==> src/rtl/rmlh_pkg.sv <==
// package for the ray march light hit block: payload types, register indexes, sine table
package rmlh_pkg;

    // default sizes
    localparam int MAX_STEPS_DEF = 850;
    localparam int ANGLES_DEF    = 360;
    localparam int OBSTACLES_DEF = 6;
    localparam int BORDER_DEF    = 5;
    localparam int FRAC_BITS_DEF = 14;

    // fixed field widths
    localparam int COORD_W   = 10;
    localparam int ANGLE_W   = 9;
    localparam int OUT_W     = 16;
    localparam int STEP_W    = 10;
    localparam int OBST_W    = 41;
    localparam int OBST_NUM  = 6;
    localparam int CFG_IDX_W = 3;
    localparam int TAB_W     = 15;

    // reset values of the screen size registers
    localparam logic [COORD_W-1:0] SCREEN_W_RST = 10'd850;
    localparam logic [COORD_W-1:0] SCREEN_H_RST = 10'd450;

    // configuration register indexes
    typedef enum logic [CFG_IDX_W-1:0] {
        CFG_OBST_A   = 3'd0,
        CFG_OBST_B   = 3'd1,
        CFG_OBST_C   = 3'd2,
        CFG_OBST_D   = 3'd3,
        CFG_OBST_E   = 3'd4,
        CFG_OBST_F   = 3'd5,
        CFG_SCREEN_W = 3'd6,
        CFG_SCREEN_H = 3'd7
    } t_cfg_idx;

    // input beat
    typedef struct packed {
        logic [COORD_W-1:0] light_x;
        logic [COORD_W-1:0] light_y;
        logic [ANGLE_W-1:0] ray_angle;
    } t_ray_in;

    // result beat
    typedef struct packed {
        logic [OUT_W-1:0]  hit_x;
        logic [OUT_W-1:0]  hit_y;
        logic              blocked;
        logic [STEP_W-1:0] step_count;
    } t_ray_out;

    // quarter wave sine, q1.14, 0..90 degrees
    function automatic logic [TAB_W-1:0] sin_q14(input logic [6:0] k);
        logic [TAB_W-1:0] v;
        begin
            unique case (k)
                7'd0:  v = 15'd0;     7'd1:  v = 15'd286;   7'd2:  v = 15'd572;
                7'd3:  v = 15'd857;   7'd4:  v = 15'd1143;  7'd5:  v = 15'd1428;
                7'd6:  v = 15'd1713;  7'd7:  v = 15'd1997;  7'd8:  v = 15'd2280;
                7'd9:  v = 15'd2563;  7'd10: v = 15'd2845;  7'd11: v = 15'd3126;
                7'd12: v = 15'd3406;  7'd13: v = 15'd3686;  7'd14: v = 15'd3964;
                7'd15: v = 15'd4240;  7'd16: v = 15'd4516;  7'd17: v = 15'd4790;
                7'd18: v = 15'd5063;  7'd19: v = 15'd5334;  7'd20: v = 15'd5604;
                7'd21: v = 15'd5872;  7'd22: v = 15'd6138;  7'd23: v = 15'd6402;
                7'd24: v = 15'd6664;  7'd25: v = 15'd6924;  7'd26: v = 15'd7182;
                7'd27: v = 15'd7438;  7'd28: v = 15'd7692;  7'd29: v = 15'd7943;
                7'd30: v = 15'd8192;  7'd31: v = 15'd8438;  7'd32: v = 15'd8682;
                7'd33: v = 15'd8923;  7'd34: v = 15'd9162;  7'd35: v = 15'd9397;
                7'd36: v = 15'd9630;  7'd37: v = 15'd9860;  7'd38: v = 15'd10087;
                7'd39: v = 15'd10311; 7'd40: v = 15'd10531; 7'd41: v = 15'd10749;
                7'd42: v = 15'd10963; 7'd43: v = 15'd11174; 7'd44: v = 15'd11381;
                7'd45: v = 15'd11585; 7'd46: v = 15'd11786; 7'd47: v = 15'd11982;
                7'd48: v = 15'd12176; 7'd49: v = 15'd12365; 7'd50: v = 15'd12551;
                7'd51: v = 15'd12733; 7'd52: v = 15'd12911; 7'd53: v = 15'd13085;
                7'd54: v = 15'd13255; 7'd55: v = 15'd13421; 7'd56: v = 15'd13583;
                7'd57: v = 15'd13741; 7'd58: v = 15'd13894; 7'd59: v = 15'd14044;
                7'd60: v = 15'd14189; 7'd61: v = 15'd14330; 7'd62: v = 15'd14466;
                7'd63: v = 15'd14598; 7'd64: v = 15'd14726; 7'd65: v = 15'd14849;
                7'd66: v = 15'd14968; 7'd67: v = 15'd15082; 7'd68: v = 15'd15191;
                7'd69: v = 15'd15296; 7'd70: v = 15'd15396; 7'd71: v = 15'd15491;
                7'd72: v = 15'd15582; 7'd73: v = 15'd15668; 7'd74: v = 15'd15749;
                7'd75: v = 15'd15826; 7'd76: v = 15'd15897; 7'd77: v = 15'd15964;
                7'd78: v = 15'd16026; 7'd79: v = 15'd16083; 7'd80: v = 15'd16135;
                7'd81: v = 15'd16182; 7'd82: v = 15'd16225; 7'd83: v = 15'd16262;
                7'd84: v = 15'd16294; 7'd85: v = 15'd16322; 7'd86: v = 15'd16344;
                7'd87: v = 15'd16362; 7'd88: v = 15'd16374; 7'd89: v = 15'd16382;
                7'd90: v = 15'd16384;
                default: v = 15'd0;
            endcase
            return v;
        end
    endfunction

endpackage

==> src/rtl/ray_march_light_hit.sv <==
// top level: single ray march from a light point against obstacle and border rectangles
//
//  channel   | ports                        | handshake
//  ----------+------------------------------+------------------------------------
//  ray in    | i_start, i_ray               | taken when i_start && !o_busy
//  result    | o_done, o_hit                | one-cycle strobe, no back-pressure
//  config    | i_cfg_we, i_cfg_idx, i_cfg_data | written on any edge with i_cfg_we
//
//  after the start beat is taken the sequencer reduces the angle modulo ANGLES by
//  repeated subtraction (none for angles below ANGLES), sets the direction, then tests
//  n march points (n in 1..MAX_STEPS), one per cycle by the shared adder and the parallel
//  rectangle compares, and then registers the result with the done strobe.
//  o_busy is high from the start beat until the done strobe, so the next start can be
//  taken at the edge that takes the result.
//  reset is synchronous, active low, and restores the screen size and clears obstacles.
//  the result is a single beat on o_done; the receiver cannot stall it.
module ray_march_light_hit
    import rmlh_pkg::*;
#(
    parameter int MAX_STEPS = MAX_STEPS_DEF,
    parameter int ANGLES    = ANGLES_DEF,
    parameter int OBSTACLES = OBSTACLES_DEF,
    parameter int BORDER    = BORDER_DEF,
    parameter int FRAC_BITS = FRAC_BITS_DEF
) (
    input  logic                 i_clk,
    input  logic                 i_rst_n,
    input  logic                 i_start,
    input  t_ray_in              i_ray,
    output logic                 o_busy,
    output logic                 o_done,
    output t_ray_out             o_hit,
    input  logic                 i_cfg_we,
    input  logic [CFG_IDX_W-1:0] i_cfg_idx,
    input  logic [OBST_W-1:0]    i_cfg_data
);

    // derived widths
    localparam int CW   = FRAC_BITS + 12;   // signed point coordinate
    localparam int DW   = FRAC_BITS + 2;    // signed direction component
    localparam int PW   = 13;               // signed whole-pixel compare width
    localparam int SHL  = (FRAC_BITS >= 14) ? FRAC_BITS - 14 : 0;
    localparam int SHR  = (FRAC_BITS < 14) ? 14 - FRAC_BITS : 0;
    localparam int HALF = (SHR > 0) ? (1 << (SHR - 1)) : 0;
    localparam int OSH  = FRAC_BITS - 6;

    typedef enum logic [2:0] {
        S_IDLE,
        S_REDUCE,
        S_DIR,
        S_MARCH,
        S_FIN
    } t_state;

    // configuration registers
    logic [OBST_W-1:0]  r_obst [OBST_NUM];
    logic [COORD_W-1:0] r_scr_w;
    logic [COORD_W-1:0] r_scr_h;

    // sequencer and datapath registers
    t_state               r_state;
    logic [ANGLE_W-1:0]   r_angle;
    logic [COORD_W-1:0]   r_lx;
    logic [COORD_W-1:0]   r_ly;
    logic signed [DW-1:0] r_dx;
    logic signed [DW-1:0] r_dy;
    logic signed [CW-1:0] r_px;
    logic signed [CW-1:0] r_py;
    logic [STEP_W-1:0]    r_dist;
    logic [STEP_W-1:0]    r_steps;
    logic                 r_blocked;
    logic                 r_done;
    t_ray_out             r_hit;

    logic signed [DW-1:0] n_dx;
    logic signed [DW-1:0] n_dy;
    logic signed [CW-1:0] n_px;
    logic signed [CW-1:0] n_py;
    logic [ANGLE_W-1:0]   cos_angle;
    logic signed [PW-1:0] pix_x;
    logic signed [PW-1:0] pix_y;
    logic [OBST_NUM-1:0]  obst_hit;
    logic [3:0]           band_hit;
    logic                 any_hit;

    // rescale a table entry to the working fraction width, rounding half up
    function automatic logic [DW-2:0] scaled(input logic [TAB_W-1:0] v);
        logic [17:0] t;
        begin
            t = ((18'(v) << SHL) + 18'(HALF)) >> SHR;
            return t[DW-2:0];
        end
    endfunction

    // signed sine of an angle below 360 by quadrant symmetry
    function automatic logic signed [DW-1:0] sin_fixed(input logic [ANGLE_W-1:0] a);
        logic [ANGLE_W-1:0] k;
        logic               neg;
        logic [DW-1:0]      mag;
        begin
            priority if (a <= 9'd90) begin
                k = a;
                neg = 1'b0;
            end else if (a <= 9'd180) begin
                k = 9'd180 - a;
                neg = 1'b0;
            end else if (a <= 9'd270) begin
                k = a - 9'd180;
                neg = 1'b1;
            end else begin
                k = 9'd360 - a;
                neg = 1'b1;
            end
            mag = {1'b0, scaled(sin_q14(k[6:0]))};
            return neg ? -$signed(mag) : $signed(mag);
        end
    endfunction

    // half-open rectangle test in whole pixels
    function automatic logic in_rect(
        input logic signed [PW-1:0] x,
        input logic signed [PW-1:0] y,
        input logic signed [PW-1:0] rx,
        input logic signed [PW-1:0] ry,
        input logic signed [PW-1:0] rw,
        input logic signed [PW-1:0] rh
    );
        return (x >= rx) && (x < rx + rw) && (y >= ry) && (y < ry + rh);
    endfunction

    // point to output units: negative gives zero, large values saturate
    function automatic logic [OUT_W-1:0] to_out(input logic signed [CW-1:0] v);
        logic [CW-1:0] sh;
        begin
            sh = $unsigned(v) >> OSH;
            priority if (v[CW-1]) return '0;
            else if (|sh[CW-1:OUT_W]) return '1;
            else return sh[OUT_W-1:0];
        end
    endfunction

    // direction lookup, cosine taken as the sine a quarter turn on
    always_comb begin
        cos_angle = (r_angle >= 9'd270) ? r_angle - 9'd270 : r_angle + 9'd90;
        n_dx = sin_fixed(r_angle);
        n_dy = -sin_fixed(cos_angle);
    end

    // shared step adder: first point from the light, then one unit per step
    always_comb begin
        if (r_state == S_DIR) begin
            n_px = $signed({2'b00, r_lx, {FRAC_BITS{1'b0}}}) + CW'(n_dx);
            n_py = $signed({2'b00, r_ly, {FRAC_BITS{1'b0}}}) + CW'(n_dy);
        end else begin
            n_px = r_px + CW'(r_dx);
            n_py = r_py + CW'(r_dy);
        end
    end

    // whole-pixel part of the current point, floor toward minus infinity
    assign pix_x = PW'($signed(r_px[CW-1:FRAC_BITS]));
    assign pix_y = PW'($signed(r_py[CW-1:FRAC_BITS]));

    // enabled obstacle rectangles, all tested at the same point
    genvar g;
    generate
        for (g = 0; g < OBST_NUM; g++) begin : g_obst
            if (g < OBSTACLES) begin : g_on
                assign obst_hit[g] = r_obst[g][40] && in_rect(pix_x, pix_y,
                    PW'(r_obst[g][39:30]), PW'(r_obst[g][29:20]),
                    PW'(r_obst[g][19:10]), PW'(r_obst[g][9:0]));
            end else begin : g_off
                assign obst_hit[g] = 1'b0;
            end
        end
    endgenerate

    // border band: top, bottom, left, right
    always_comb begin
        logic signed [PW-1:0] w;
        logic signed [PW-1:0] h;
        logic signed [PW-1:0] b;
        w = PW'(r_scr_w);
        h = PW'(r_scr_h);
        b = PW'(BORDER);
        band_hit[0] = in_rect(pix_x, pix_y, '0, '0, w, b);
        band_hit[1] = in_rect(pix_x, pix_y, '0, h - b, w, b);
        band_hit[2] = in_rect(pix_x, pix_y, '0, b, b, h - b - b);
        band_hit[3] = in_rect(pix_x, pix_y, w - b, b, b, h - b - b);
    end

    assign any_hit = (|obst_hit) || (|band_hit);

    // configuration writes
    always_ff @(posedge i_clk) begin
        if (!i_rst_n) begin
            for (int k = 0; k < OBST_NUM; k++) begin
                r_obst[k] <= '0;
            end
            r_scr_w <= SCREEN_W_RST;
            r_scr_h <= SCREEN_H_RST;
        end else if (i_cfg_we) begin
            unique case (t_cfg_idx'(i_cfg_idx))
                CFG_OBST_A:   r_obst[0] <= i_cfg_data;
                CFG_OBST_B:   r_obst[1] <= i_cfg_data;
                CFG_OBST_C:   r_obst[2] <= i_cfg_data;
                CFG_OBST_D:   r_obst[3] <= i_cfg_data;
                CFG_OBST_E:   r_obst[4] <= i_cfg_data;
                CFG_OBST_F:   r_obst[5] <= i_cfg_data;
                CFG_SCREEN_W: r_scr_w <= i_cfg_data[COORD_W-1:0];
                CFG_SCREEN_H: r_scr_h <= i_cfg_data[COORD_W-1:0];
                default: ;
            endcase
        end
    end

    // sequencer, datapath and result registers
    always_ff @(posedge i_clk) begin
        if (!i_rst_n) begin
            r_state <= S_IDLE;
            r_done  <= 1'b0;
        end else begin
            r_done <= 1'b0;
            unique case (r_state)
                S_IDLE: begin
                    if (i_start) begin
                        r_lx    <= i_ray.light_x;
                        r_ly    <= i_ray.light_y;
                        r_angle <= i_ray.ray_angle;
                        r_state <= S_REDUCE;
                    end
                end
                // angle modulo ANGLES by repeated subtraction
                S_REDUCE: begin
                    if (r_angle >= ANGLE_W'(ANGLES)) begin
                        r_angle <= r_angle - ANGLE_W'(ANGLES);
                    end else begin
                        r_state <= S_DIR;
                    end
                end
                // direction and the point at distance one
                S_DIR: begin
                    r_dx    <= n_dx;
                    r_dy    <= n_dy;
                    r_px    <= n_px;
                    r_py    <= n_py;
                    r_dist  <= STEP_W'(1);
                    r_state <= S_MARCH;
                end
                // one point tested per cycle
                S_MARCH: begin
                    if (any_hit) begin
                        r_blocked <= 1'b1;
                        r_steps   <= r_dist - STEP_W'(1);
                        r_state   <= S_FIN;
                    end else begin
                        r_px   <= n_px;
                        r_py   <= n_py;
                        r_dist <= r_dist + STEP_W'(1);
                        if (r_dist == STEP_W'(MAX_STEPS)) begin
                            r_blocked <= 1'b0;
                            r_steps   <= STEP_W'(MAX_STEPS);
                            r_state   <= S_FIN;
                        end
                    end
                end
                // result beat
                S_FIN: begin
                    r_hit.hit_x      <= to_out(r_px);
                    r_hit.hit_y      <= to_out(r_py);
                    r_hit.blocked    <= r_blocked;
                    r_hit.step_count <= r_steps;
                    r_done           <= 1'b1;
                    r_state          <= S_IDLE;
                end
                default: r_state <= S_IDLE;
            endcase
        end
    end

    assign o_busy = (r_state != S_IDLE);
    assign o_done = r_done;
    assign o_hit  = r_hit;

endmodule

==> config.mk <==
export PLATFORM = sky130hd
export DESIGN_NAME = ray_march_light_hit
export DESIGN_NICKNAME = d
export VERILOG_FILES = /design/src/rtl/rmlh_pkg.sv /design/src/rtl/ray_march_light_hit.sv
export SDC_FILE = /design/constraint.sdc
export NUM_CORES = 1
export LEC_CHECK = 0
export BUFFER_PORTS_ARGS = -buffer_cell sky130_fd_sc_hd__buf_4
export CAP_MARGIN = 20
export CORE_ASPECT_RATIO = 0.75
export CORE_MARGIN = 2
export CORE_UTILIZATION = 50
export DETAILED_ROUTE_END_ITERATION = 16
export PLACE_DENSITY = 0.63
export SLEW_MARGIN = 20
export SYNTH_ARGS = -nofsm -noshare
export SYNTH_HDL_FRONTEND = slang
export SYNTH_SLANG_ARGS = --single-unit
==> constraint.sdc <==
create_clock -name i_clk -period 35 [get_ports i_clk]
set_input_delay 0 -clock i_clk [delete_from_list [all_inputs] [get_ports i_clk]]
set_output_delay 0 -clock i_clk [all_outputs]
set_load 0.02 [all_outputs]
Word-level counts from Yosys, hierarchy flattened
Memories as Yosys holds them, arrays and structs flattened. Cells that the tools add are included.

Bits in registers: 201. Latch bits: 0. Memory bits (writable): 246. ROM bits: 3840. Output and inout port bits: 45. Logic and storage cells: 244. Memories: 3.

Add/subtract/negate cells: 36. Multipliers: 0. Divide/modulo/power cells: 0. Magnitude comparators: 43. Equal/unequal tests: 17. Shifts and indexed selects: 0. Multiplexer cells: 66. Bitwise gates (word level): 6. Reductions and logical operators: 55.

Memory list: (name not given) (words 128, width 15, rd ports 1, clocked after memory_dff 0, write ports 0, line rmlh_pkg.sv:56) `unique case (k)`; (name not given) (words 128, width 15, rd ports 1, clocked after memory_dff 0, write ports 0, line rmlh_pkg.sv:56); r_obst (words 6, width 41, rd ports 6, clocked after memory_dff 0, write ports 6, line ray_march_light_hit.sv:56) `logic [OBST_W-1:0] r_obst [OBST_NUM];`.

Operator list (count): 41-bit 2-to-1 mux (6); 12-bit by 11-bit greater-or-equal comparator with 1-bit output (14); 12-bit < comparator (14); 10-bit by 10-bit adder with 11-bit output (12); 26-bit 2-to-1 mux (4); 26-bit one-hot mux with 2 select lines (2); 16-bit 2-to-1 mux (4); 25-bit by 16-bit adder with 26-bit output (2); 26-bit by 16-bit adder with 26-bit output (2); 7-bit 2-to-1 mux (6); 1-bit logical AND (35); 15-bit negation with 16-bit output (2); 1-bit 2-to-1 mux (31); 10-bit 2-to-1 mux (3); 9-bit 2-to-1 mux (3); 11-bit by 4-bit adder with 12-bit output (second input constant) (2); 12-bit by 1-bit greater-or-equal comparator with 1-bit output (second input constant) (2); 12-bit by 4-bit < comparator with 1-bit output (second input constant) (2); 10-bit by 3-bit subtractor with 11-bit output (second input constant) (2); 10-bit one-hot mux with 2 select lines (1); 9-bit greater-or-equal comparator (second input constant) (2); 9-bit by 7-bit <= comparator with 1-bit output (second input constant) (2); 9-bit by 8-bit <= comparator with 1-bit output (second input constant) (2); 9-bit <= comparator (second input constant) (2); 33 further kinds (66).

Depth between registers and ports, before layout
Gate-level depths: netlist (run 1). An unclocked memory read counts as a cell.

Word-level depth: 14. Gate-level depth with buffers: 46. Depth with buffers taken out: 41.

Worst setup path before layout (run 1)
Ideal clock, no wire load.

Path type: register -> register. Start: register r_scr_w[0]. End: register r_dist[0] (enable). Setup time: 0.814 ns. Arrival time: 12.889 ns. Required time: 34.186 ns. Path slack: 21.297 ns. Stages on the path, launching flop included: 17. Buffers on the path: 0. Clock period less this slack: 13.703 ns. Cell sequence: dfxtp_1 inv_1 ha_1 nor2_1 nor2_1 xnor2_1 or3_1 nor3_1 or3b_2 xnor2_1 ha_1 o21ai_0 a31oi_1 o21ai_0 a32oi_1 nand4_1 a2111oi_0.

Longest elaborated chain between the ends: 10.

Ends and longest elaborated chain: from (decl) (line ray_march_light_hit.sv:57) `logic [COORD_W-1:0] r_scr_w;`; from (signal assigned) (line ray_march_light_hit.sv:210) `CFG_SCREEN_W: r_scr_w <= i_cfg_data[COORD_W-1:0];`; 10-bit by 3-bit subtractor with 11-bit output (line ray_march_light_hit.sv:189) `band_hit[3] = in_rect(pix_x, pix_y, w - b, b, b, h - b - b);`; 11-bit by 4-bit adder with 12-bit output (line ray_march_light_hit.sv:128) `return (x >= rx) && (x < rx + rw) && (y >= ry) && (y < ry + rh);`; 12-bit < comparator (line ray_march_light_hit.sv:128); 1-bit logical AND (3 in series) (line ray_march_light_hit.sv:128); 4-bit OR reduction * (line ray_march_light_hit.sv:192) `assign any_hit = (|obst_hit) || (|band_hit);`; 1-bit logical OR * (line ray_march_light_hit.sv:192); 2-bit inequality test (no source line) *; 3-bit AND reduction (no source line) *; to (signal assigned) (line ray_march_light_hit.sv:259) `r_dist <= r_dist + STEP_W'(1);`; to (decl) (line ray_march_light_hit.sv:69) `logic [STEP_W-1:0] r_dist;`.

Every way passes the cells marked *; elsewhere a longest branch is shown, timed or not. A chain may end at the register's enable or synchronous reset.

Final worst setup path (run 1)
Start: register r_angle[4]. End: register r_py[25], data pin.

Longest elaborated chain between the ends: 14.

Ends and longest elaborated chain: from (decl) (line ray_march_light_hit.sv:62) `logic [ANGLE_W-1:0] r_angle;`; from (signal assigned) (line ray_march_light_hit.sv:229) `r_angle <= i_ray.ray_angle;`; from (signal assigned) (line ray_march_light_hit.sv:236) `r_angle <= r_angle - ANGLE_W'(ANGLES);`; 9-bit by 7-bit adder with 9-bit output (tied with other cells) (line ray_march_light_hit.sv:144) `cos_angle = (r_angle >= 9'd270) ? r_angle - 9'd270 : r_angle + 9'd90;`; 9-bit 2-to-1 mux * (line ray_march_light_hit.sv:144); 9-bit <= comparator (tied with other cells) (line ray_march_light_hit.sv:107) `end else if (a <= 9'd270) begin`; 7-bit 2-to-1 mux (line ray_march_light_hit.sv:107); 7-bit 2-to-1 mux (line ray_march_light_hit.sv:104) `end else if (a <= 9'd180) begin`; 7-bit 2-to-1 mux (line ray_march_light_hit.sv:101) `priority if (a <= 9'd90) begin`; memory 128 x 15 bit; 15-bit negation with 16-bit output (line ray_march_light_hit.sv:115) `return neg ? -$signed(mag) : $signed(mag);`; 16-bit 2-to-1 mux * (line ray_march_light_hit.sv:115); 16-bit negation * (line ray_march_light_hit.sv:146) `n_dy = -sin_fixed(cos_angle);`; net n_dy[15] (line ray_march_light_hit.sv:76) `logic signed [DW-1:0] n_dy;`; 25-bit by 16-bit adder with 26-bit output * (line ray_march_light_hit.sv:153) `n_py = $signed({2'b00, r_ly, {FRAC_BITS{1'b0}}}) + CW'(n_dy);`; 26-bit 2-to-1 mux * (line ray_march_light_hit.sv:151) `if (r_state == S_DIR) begin`; net n_py[25] (line ray_march_light_hit.sv:78) `logic signed [CW-1:0] n_py;`; 26-bit 2-to-1 mux (line ray_march_light_hit.sv:252) `if (any_hit) begin`; 26-bit one-hot mux with 2 select lines * (line ray_march_light_hit.sv:224) `unique case (r_state)`; to (signal assigned) (line ray_march_light_hit.sv:246) `r_py <= n_py;`; to (signal assigned) (line ray_march_light_hit.sv:258) `r_py <= n_py;`; to (decl) (line ray_march_light_hit.sv:68) `logic signed [CW-1:0] r_py;`.

The timed path passes the listed nets; every way through them passes the cells marked *. The select of a mux whose other input is x is not followed.

==> results of run 1 <==
==> kinds of logic (layout without fill, tap and decap cells) <==
kind of cell | after synthesis | after routing | synth area share, %
other | 0 | 3 | 0
multiplexers | 31 | 31 | 1.051
buffers and inverters | 444 | 653 | 4.855
XOR/XNOR | 260 | 260 | 6.131
adder cells (fa/ha/maj) | 556 | 556 | 19.01
AO/OA/AOI/OAI | 1020 | 1020 | 17.98
AND/OR/NAND/NOR | 1121 | 1121 | 15.60
flip-flops | 447 | 447 | 35.37
==> cell usage after synthesis (28+ instances only) <==
library cell	instances
a21o_1	109
a21oi_1	283
a31oi_1	36
and2_1	276
clkbuf_1	101
edfxtp_1	423
ha_1	538
inv_1	291
nand2_1	216
nand2b_1	76
nand3_1	66
nand4_1	33
nor2_1	238
nor2b_1	65
nor3_1	60
o21a_1	41
o21ai_0	206
o21bai_1	81
o31ai_1	28
xnor2_1	186
xor2_1	73
==> registers in the layout, indices dropped and copies added, names as in the netlist, 3 cells and up <==
register / cells
r_obst: 246
r_py: 26
r_dy: 16
r_lx: 10
r_scr_w: 10
o_hit: 43
r_scr_h: 10
r_state: 3
r_angle: 9
r_dist: 10
r_steps: 10
r_px: 26
r_ly: 10
r_dx: 16
==> worst max-delay path, delay by kind of cell, from the launching register on <==
kind,cells,cell delay [ns]
AO/OA/AOI/OAI,19,4.41
multiplexers,1,0.55
adder cells (fa/ha/maj),3,1.01
AND/OR/NAND/NOR,11,2.36
buffers and inverters,4,0.92
flip-flops,1,0.81
XOR/XNOR,1,0.23
==> routing by layer <==
metal / GRT usage, % / wire length, um / up-vias / part of all wire, %
met5: 0 / 0 / - / 0
met4: 6.847 / 2438 / 0 / 2.4
met3: 4.001 / 6730 / 138 / 6.6
met2: 37.96 / 41060 / 880 / 40
met1: 41.23 / 52070 / 13478 / 51
li1: - / - / 14371 / -
==> power by group <==
part           switching [W]  internal (W)
Combinational       0.000675      0.000424
Sequential         0.0000270      0.000651
Clock               0.000239      0.000314
==> worst paths after layout <==
| path | cells past startpoint | endpoint | slack, ns | start |
|---|---|---|---|---|
| setup reg to reg | 39 | r_py[25] | 24.34 | r_angle[4] |
| setup / recovery | 39 | r_py[25] | 24.34 | r_angle[4] |
| hold / removal | 4 | r_scr_h[3] | 0.08 | i_cfg_idx[0] |
| hold reg to reg | 0 | o_hit[0] | 0.42 | r_steps[0] |
==> per-stage QoR <==
stage,total power [W],hold WS (ns),cells,utilization (%)
floorplan,0.001495,0.09887,3879,-
global placement,0.001753,0.1793,4881,53.38
detailed placement,0.001757,0.1795,4881,53.39
CTS,0.002324,0.05275,5056,56.81
global route,0.002485,0.08715,5059,56.82
finish,0.002332,0.07538,5059,56.82
==> area by class of cell <==
class | count | area (sq um)
fillers | 6527 | 31780
flip-flops and latches | 447 | 13180
multi-input cells | 2988 | 22420
diodes | 3 | 7.507
clock buffers | 61 | 1386
clock inverters | 33 | 322.8
well taps | 968 | 1211
repair buffers | 262 | 2170
inverters | 297 | 1122
==> timing repair <==
action	CTS	global route
hold endpoints to repair	297	0
setup buffers	0	0
hold buffers	81	0
==> key figures, run 1 <==
Power and ir drop
  – Power per cell area: 55.75 mW/mm^2
  – VDD IR max: 0.00004384 V
  – Leakage power: 17.68 nW

GRT
  – Largest net degree at the start of global routing: 98
  – Gr usage total: 26.54%
  – First-pass GRT wire length: 160,600 um
  – Vias in the first global route: 27,401
  – Antenna violations before repair: 7
  – Total gr overflow: 0

Layout
  – Commonest non-fill, non-tap cells in the layout: ha_1 (538), edfxtp_1 (423), inv_1 (291)
  – Layout overhead on the synthesized area: 12.22%
  – Share of cells above drive strength 1: 8.684%
  – Post-Layout Inst Area: 0.04182 sq mm
  – Final net count: 4,678
  – Most common cell after layout, fill and taps aside: ha_1

STA
  – RSZ-0062 raised after global routing: no
  – Final setup vio count: 0
  – Worst slew pin tran: 1.050 ns
  – Worst Skew: 0.02746 ns
  – Slew margin rel.: 30.02%
  – Final count of hold timing violations: 0
  – Max Freq: 93.79 MHz
  – TNS Setup: 0 ns
  – Final worst setup slack: 24.34 ns
  – Final slew viol count: 0
  – Fin crit period: 10.66 ns
  – Final critical-path share of the clock period: 30.46%

Yosys
  – Synth area leader: edfxtp_1
  – Dominant cells by area after synthesis: edfxtp_1 (34%), ha_1 (18%), and2_1 (4.6%), xnor2_1 (4.4%), a21oi_1 (3.8%)
  – Synth async-reset ratio: 0%
  – Post-Syn Nets: 4,511
  – Post-Synthesis Cells: 3,879
  – Syn Std Cell Area: 0.03727 sq mm
  – Post-synthesis cell type count: 103
  – Mean Syn Cell Area: 9.607 sq um
  – Post-synth EDFFs: 423
  – YS warnings: 0
  – Most used DFF post-synth: edfxtp_1
  – Synthesis-stage register bit count: 447
  – Area share of the largest cell type after synthesis: 34.08%
  – Seq/Total Area, Yosys: 35.37%

Floorplan
  – Core ar.: 0.07360 sq mm
  – DIE AREA: 0.07676 sq mm
  – # rows: 86
  – IO Count: 122
  – Die H: 240.4 um
  – Starting Density: 50.63%
  – Die Wd: 319.2 um

Flow run
  – Max-cap violations: 0

Drt
  – # DRC: 0
  – Vias per inst: 5.706
  – Routed WL per cell: 20.22 um
  – Drt first pass iters: 6
  – DR vias: 28,867
  – Drt first-iter violations: 2,676
  – Routed Wire Length: 102,300 um
  – Antenna violation net count after detailed routing: 0

Clocking
  – Total CTS buffers: 50
  – H-tree levels: 2
  – CTS max path bufs: 3
  – Resized cells post-CTS: 0
  – Clock-pin slew on the worst setup and hold paths: 0.07 ns
  – Clock Latency Late Sink: 0.63 ns
  – CTS root buffer: clkbuf_16
  – # clock sinks: 447
  – CTS tree: yes

Run status
  – Status: finished, final reports clean

Critical path
  – CP Max Fanout: 37
  – Worst setup EP type: flip-flop
  – Arrival @ worst endpoint: 10.98 ns
  – CP max stage cell: edfxtp_1
  – CP peak stage delay: 0.81 ns
  – Crit path kind: reg2reg
  – Req. time, crit path: 35.32 ns
  – CP Launch Type: flip-flop

Placement
  – Placement Setup Slack: 24.54 ns
  – Final Wtd Congestion: 0.9551
  – PortBufs: 121
  – Placed inst area: 0.03929 sq mm
  – HPWL after DPL: 72,150 um

Min path
  – Worst Hold Class: in2reg
Power figures use the tool's default switching activity.
==> run 2: changes to the inputs <==
==> constraint.sdc (replaced) <==
create_clock -name i_clk -period 10.9 [get_ports i_clk]
set_input_delay 0 -clock i_clk [delete_from_list [all_inputs] [get_ports i_clk]]
set_output_delay 0 -clock i_clk [all_outputs]
set_load 0.02 [all_outputs]
==> run 2 against run 1 <==
Wire length increased by 1.9%. Die area unchanged. Global-route usage up 0.38 points. Register-to-register slack got worse by 23 ns. Critical path depth is the same. Clock skew shrank 0.0046 ns. Worst setup slack worse by 23 ns. Sequential cell count unchanged. Power grew to 3.2 times the previous value. Critical endpoint unchanged.
==> key figures, run 2 (synthesis gave the netlist of run 1 again) <==
Placement
  – PortBufs: 121
  – HPWL after DPL: 74,360 um
  – Final Wtd Congestion: 0.9905

Critical path
  – Crit path kind: reg2reg
  – Req. time, crit path: 11.23 ns
  – Top delay family on crit path: compound AO/OA/AOI/OAI gates
  – CP max stage cell: or4_4
  – CP Launch Type: flip-flop
  – Worst setup EP type: flip-flop
  – CP dominant cell by count: a21oi_1
  – Buf+Inv Stages, Crit Path: 4
  – Arrival @ worst endpoint: 10.25 ns
  – CP Max Fanout: 17
  – CP peak stage delay: 0.58 ns

Floorplan
  – Die H: 240.4 um
  – Core ar.: 0.07360 sq mm
  – Die Wd: 319.2 um
  – # rows: 86
  – IO Count: 122
  – Starting Density: 50.63%
  – DIE AREA: 0.07676 sq mm

STA
  – Worst Skew: 0.02283 ns
  – Final setup vio count: 0
  – Final count of hold timing violations: 0
  – Max Freq: 100.8 MHz
  – Worst slew pin tran: 0.9969 ns
  – Slew margin rel.: 32.70%
  – Final critical-path share of the clock period: 90.97%
  – TNS Setup: 0 ns
  – Worst hold slack: 0.02176 ns
  – RSZ-0062 raised after global routing: no
  – Final slew viol count: 0
  – Fin crit period: 9.916 ns

Clocking
  – CTS tree: yes
  – # clock sinks: 447
  – Clock Latency Late Sink: 0.63 ns
  – Total CTS buffers: 51
  – Clock-pin slew on the worst setup and hold paths: 0.07 ns
  – CTS max path bufs: 3
  – CTS root buffer: clkbuf_16
  – Post-CTS Setup Bufs: 0
  – H-tree levels: 2

GRT
  – Largest net degree at the start of global routing: 77
  – Vias in the first global route: 27,440
  – First-pass GRT wire length: 162,600 um
  – Total gr overflow: 0
  – Gr usage total: 26.92%
  – Antenna violations before repair: 2

Layout
  – Most common cell after layout, fill and taps aside: ha_1
  – Layout overhead on the synthesized area: 12.44%
  – Share of cells above drive strength 1: 9.177%
  – ANT cells: 0
  – Final net count: 4,701
  – Max FFs per register: 246
  – Post-Route Utilization: 56.93%
  – Reg with most FFs: r_obst
  – Commonest non-fill, non-tap cells in the layout: ha_1 (538), edfxtp_1 (423), inv_1 (291)

Flow run
  – Max-cap violations: 0

Drt
  – Drt first-iter violations: 2,651
  – Vias per inst: 5.725
  – Antenna violation net count after detailed routing: 0
  – DR vias: 29,061
  – # DRC: 0
  – Routed WL per cell: 20.54 um
  – Drt first pass iters: 6
  – Routed Wire Length: 104,300 um

Min path
  – Worst Hold Class: in2reg

Power and ir drop
  – VDD IR max: 0.0001533 V
  – Power per cell area: 179.6 mW/mm^2
  – Leakage power: 17.75 nW

Run status
  – Status: finished, final reports clean
-- run 2: metrics by stage --
step	instance area (sq um)	cells	power [W]	setup slack, ns
final	41900	5076	0.007525	0.9840
after global routing	41900	5076	0.008022	0.1292
after CTS	41890	5076	0.007504	0.8168
after detailed placement	39510	4910	0.005725	0.8739
after global placement	39500	4909	0.005713	1.022
after floorplan	37270	3879	0.004798	0.2340
-- run 2: metal layers --
layer / share of wire [%] / track usage (%) / up-vias
li1: - / - / 14409
met1: 51 / 42.83 / 13602
met2: 40 / 38.08 / 930
met3: 6.5 / 3.689 / 120
met4: 1.9 / 5.875 / 0
met5: 0 / 0 / -
-- run 2: worst reg2reg max path, delay by kind of cell (launching register included) --
family | cells | cell delay (ns)
xor+xnor | 1 | 0.22
simple gates | 11 | 2.79
compound gates | 19 | 4.25
fa+ha+maj | 3 | 0.83
flops | 1 | 0.55
mux | 1 | 0.25
buf+inv | 4 | 0.77
-- run 2: cell type report --
| type | instances | area [sq um] |
|---|---|---|
| clock buffers | 68 | 1380 |
| clock inverters | 24 | 260.3 |
| fillers | 6568 | 31700 |
| inverters | 297 | 1122 |
| multi-input cells | 2988 | 22420 |
| flip-flops and latches | 447 | 13180 |
| well taps | 968 | 1211 |
| repair buffers | 284 | 2321 |
-- run 2: worst paths after layout --
path	startpoint	end	slack, ns	depth (start not counted)
setup / recovery	r_angle[4]	r_py[25]	0.98	39
hold / removal	i_cfg_idx[1]	r_scr_h[7]	0.02	4
setup reg to reg	r_angle[4]	r_py[25]	0.98	39
hold reg to reg	r_steps[7]	o_hit[7]	0.42	0
-- run 2: timing repair --
item / 4_1_cts / 5_1_grt
hold buffers: 74 / 0
endpoints found under the hold margin: 300 / 0
endpoints found under the setup margin: 0 / 2
gates resized for setup: 0 / 1
-- run 2: where the power goes --
group	switching (W)	internal [W]
clock	0.000748	0.000987
combinational	0.00222	0.00140
sequential	0.0000773	0.00209
total	0.00304	0.00448
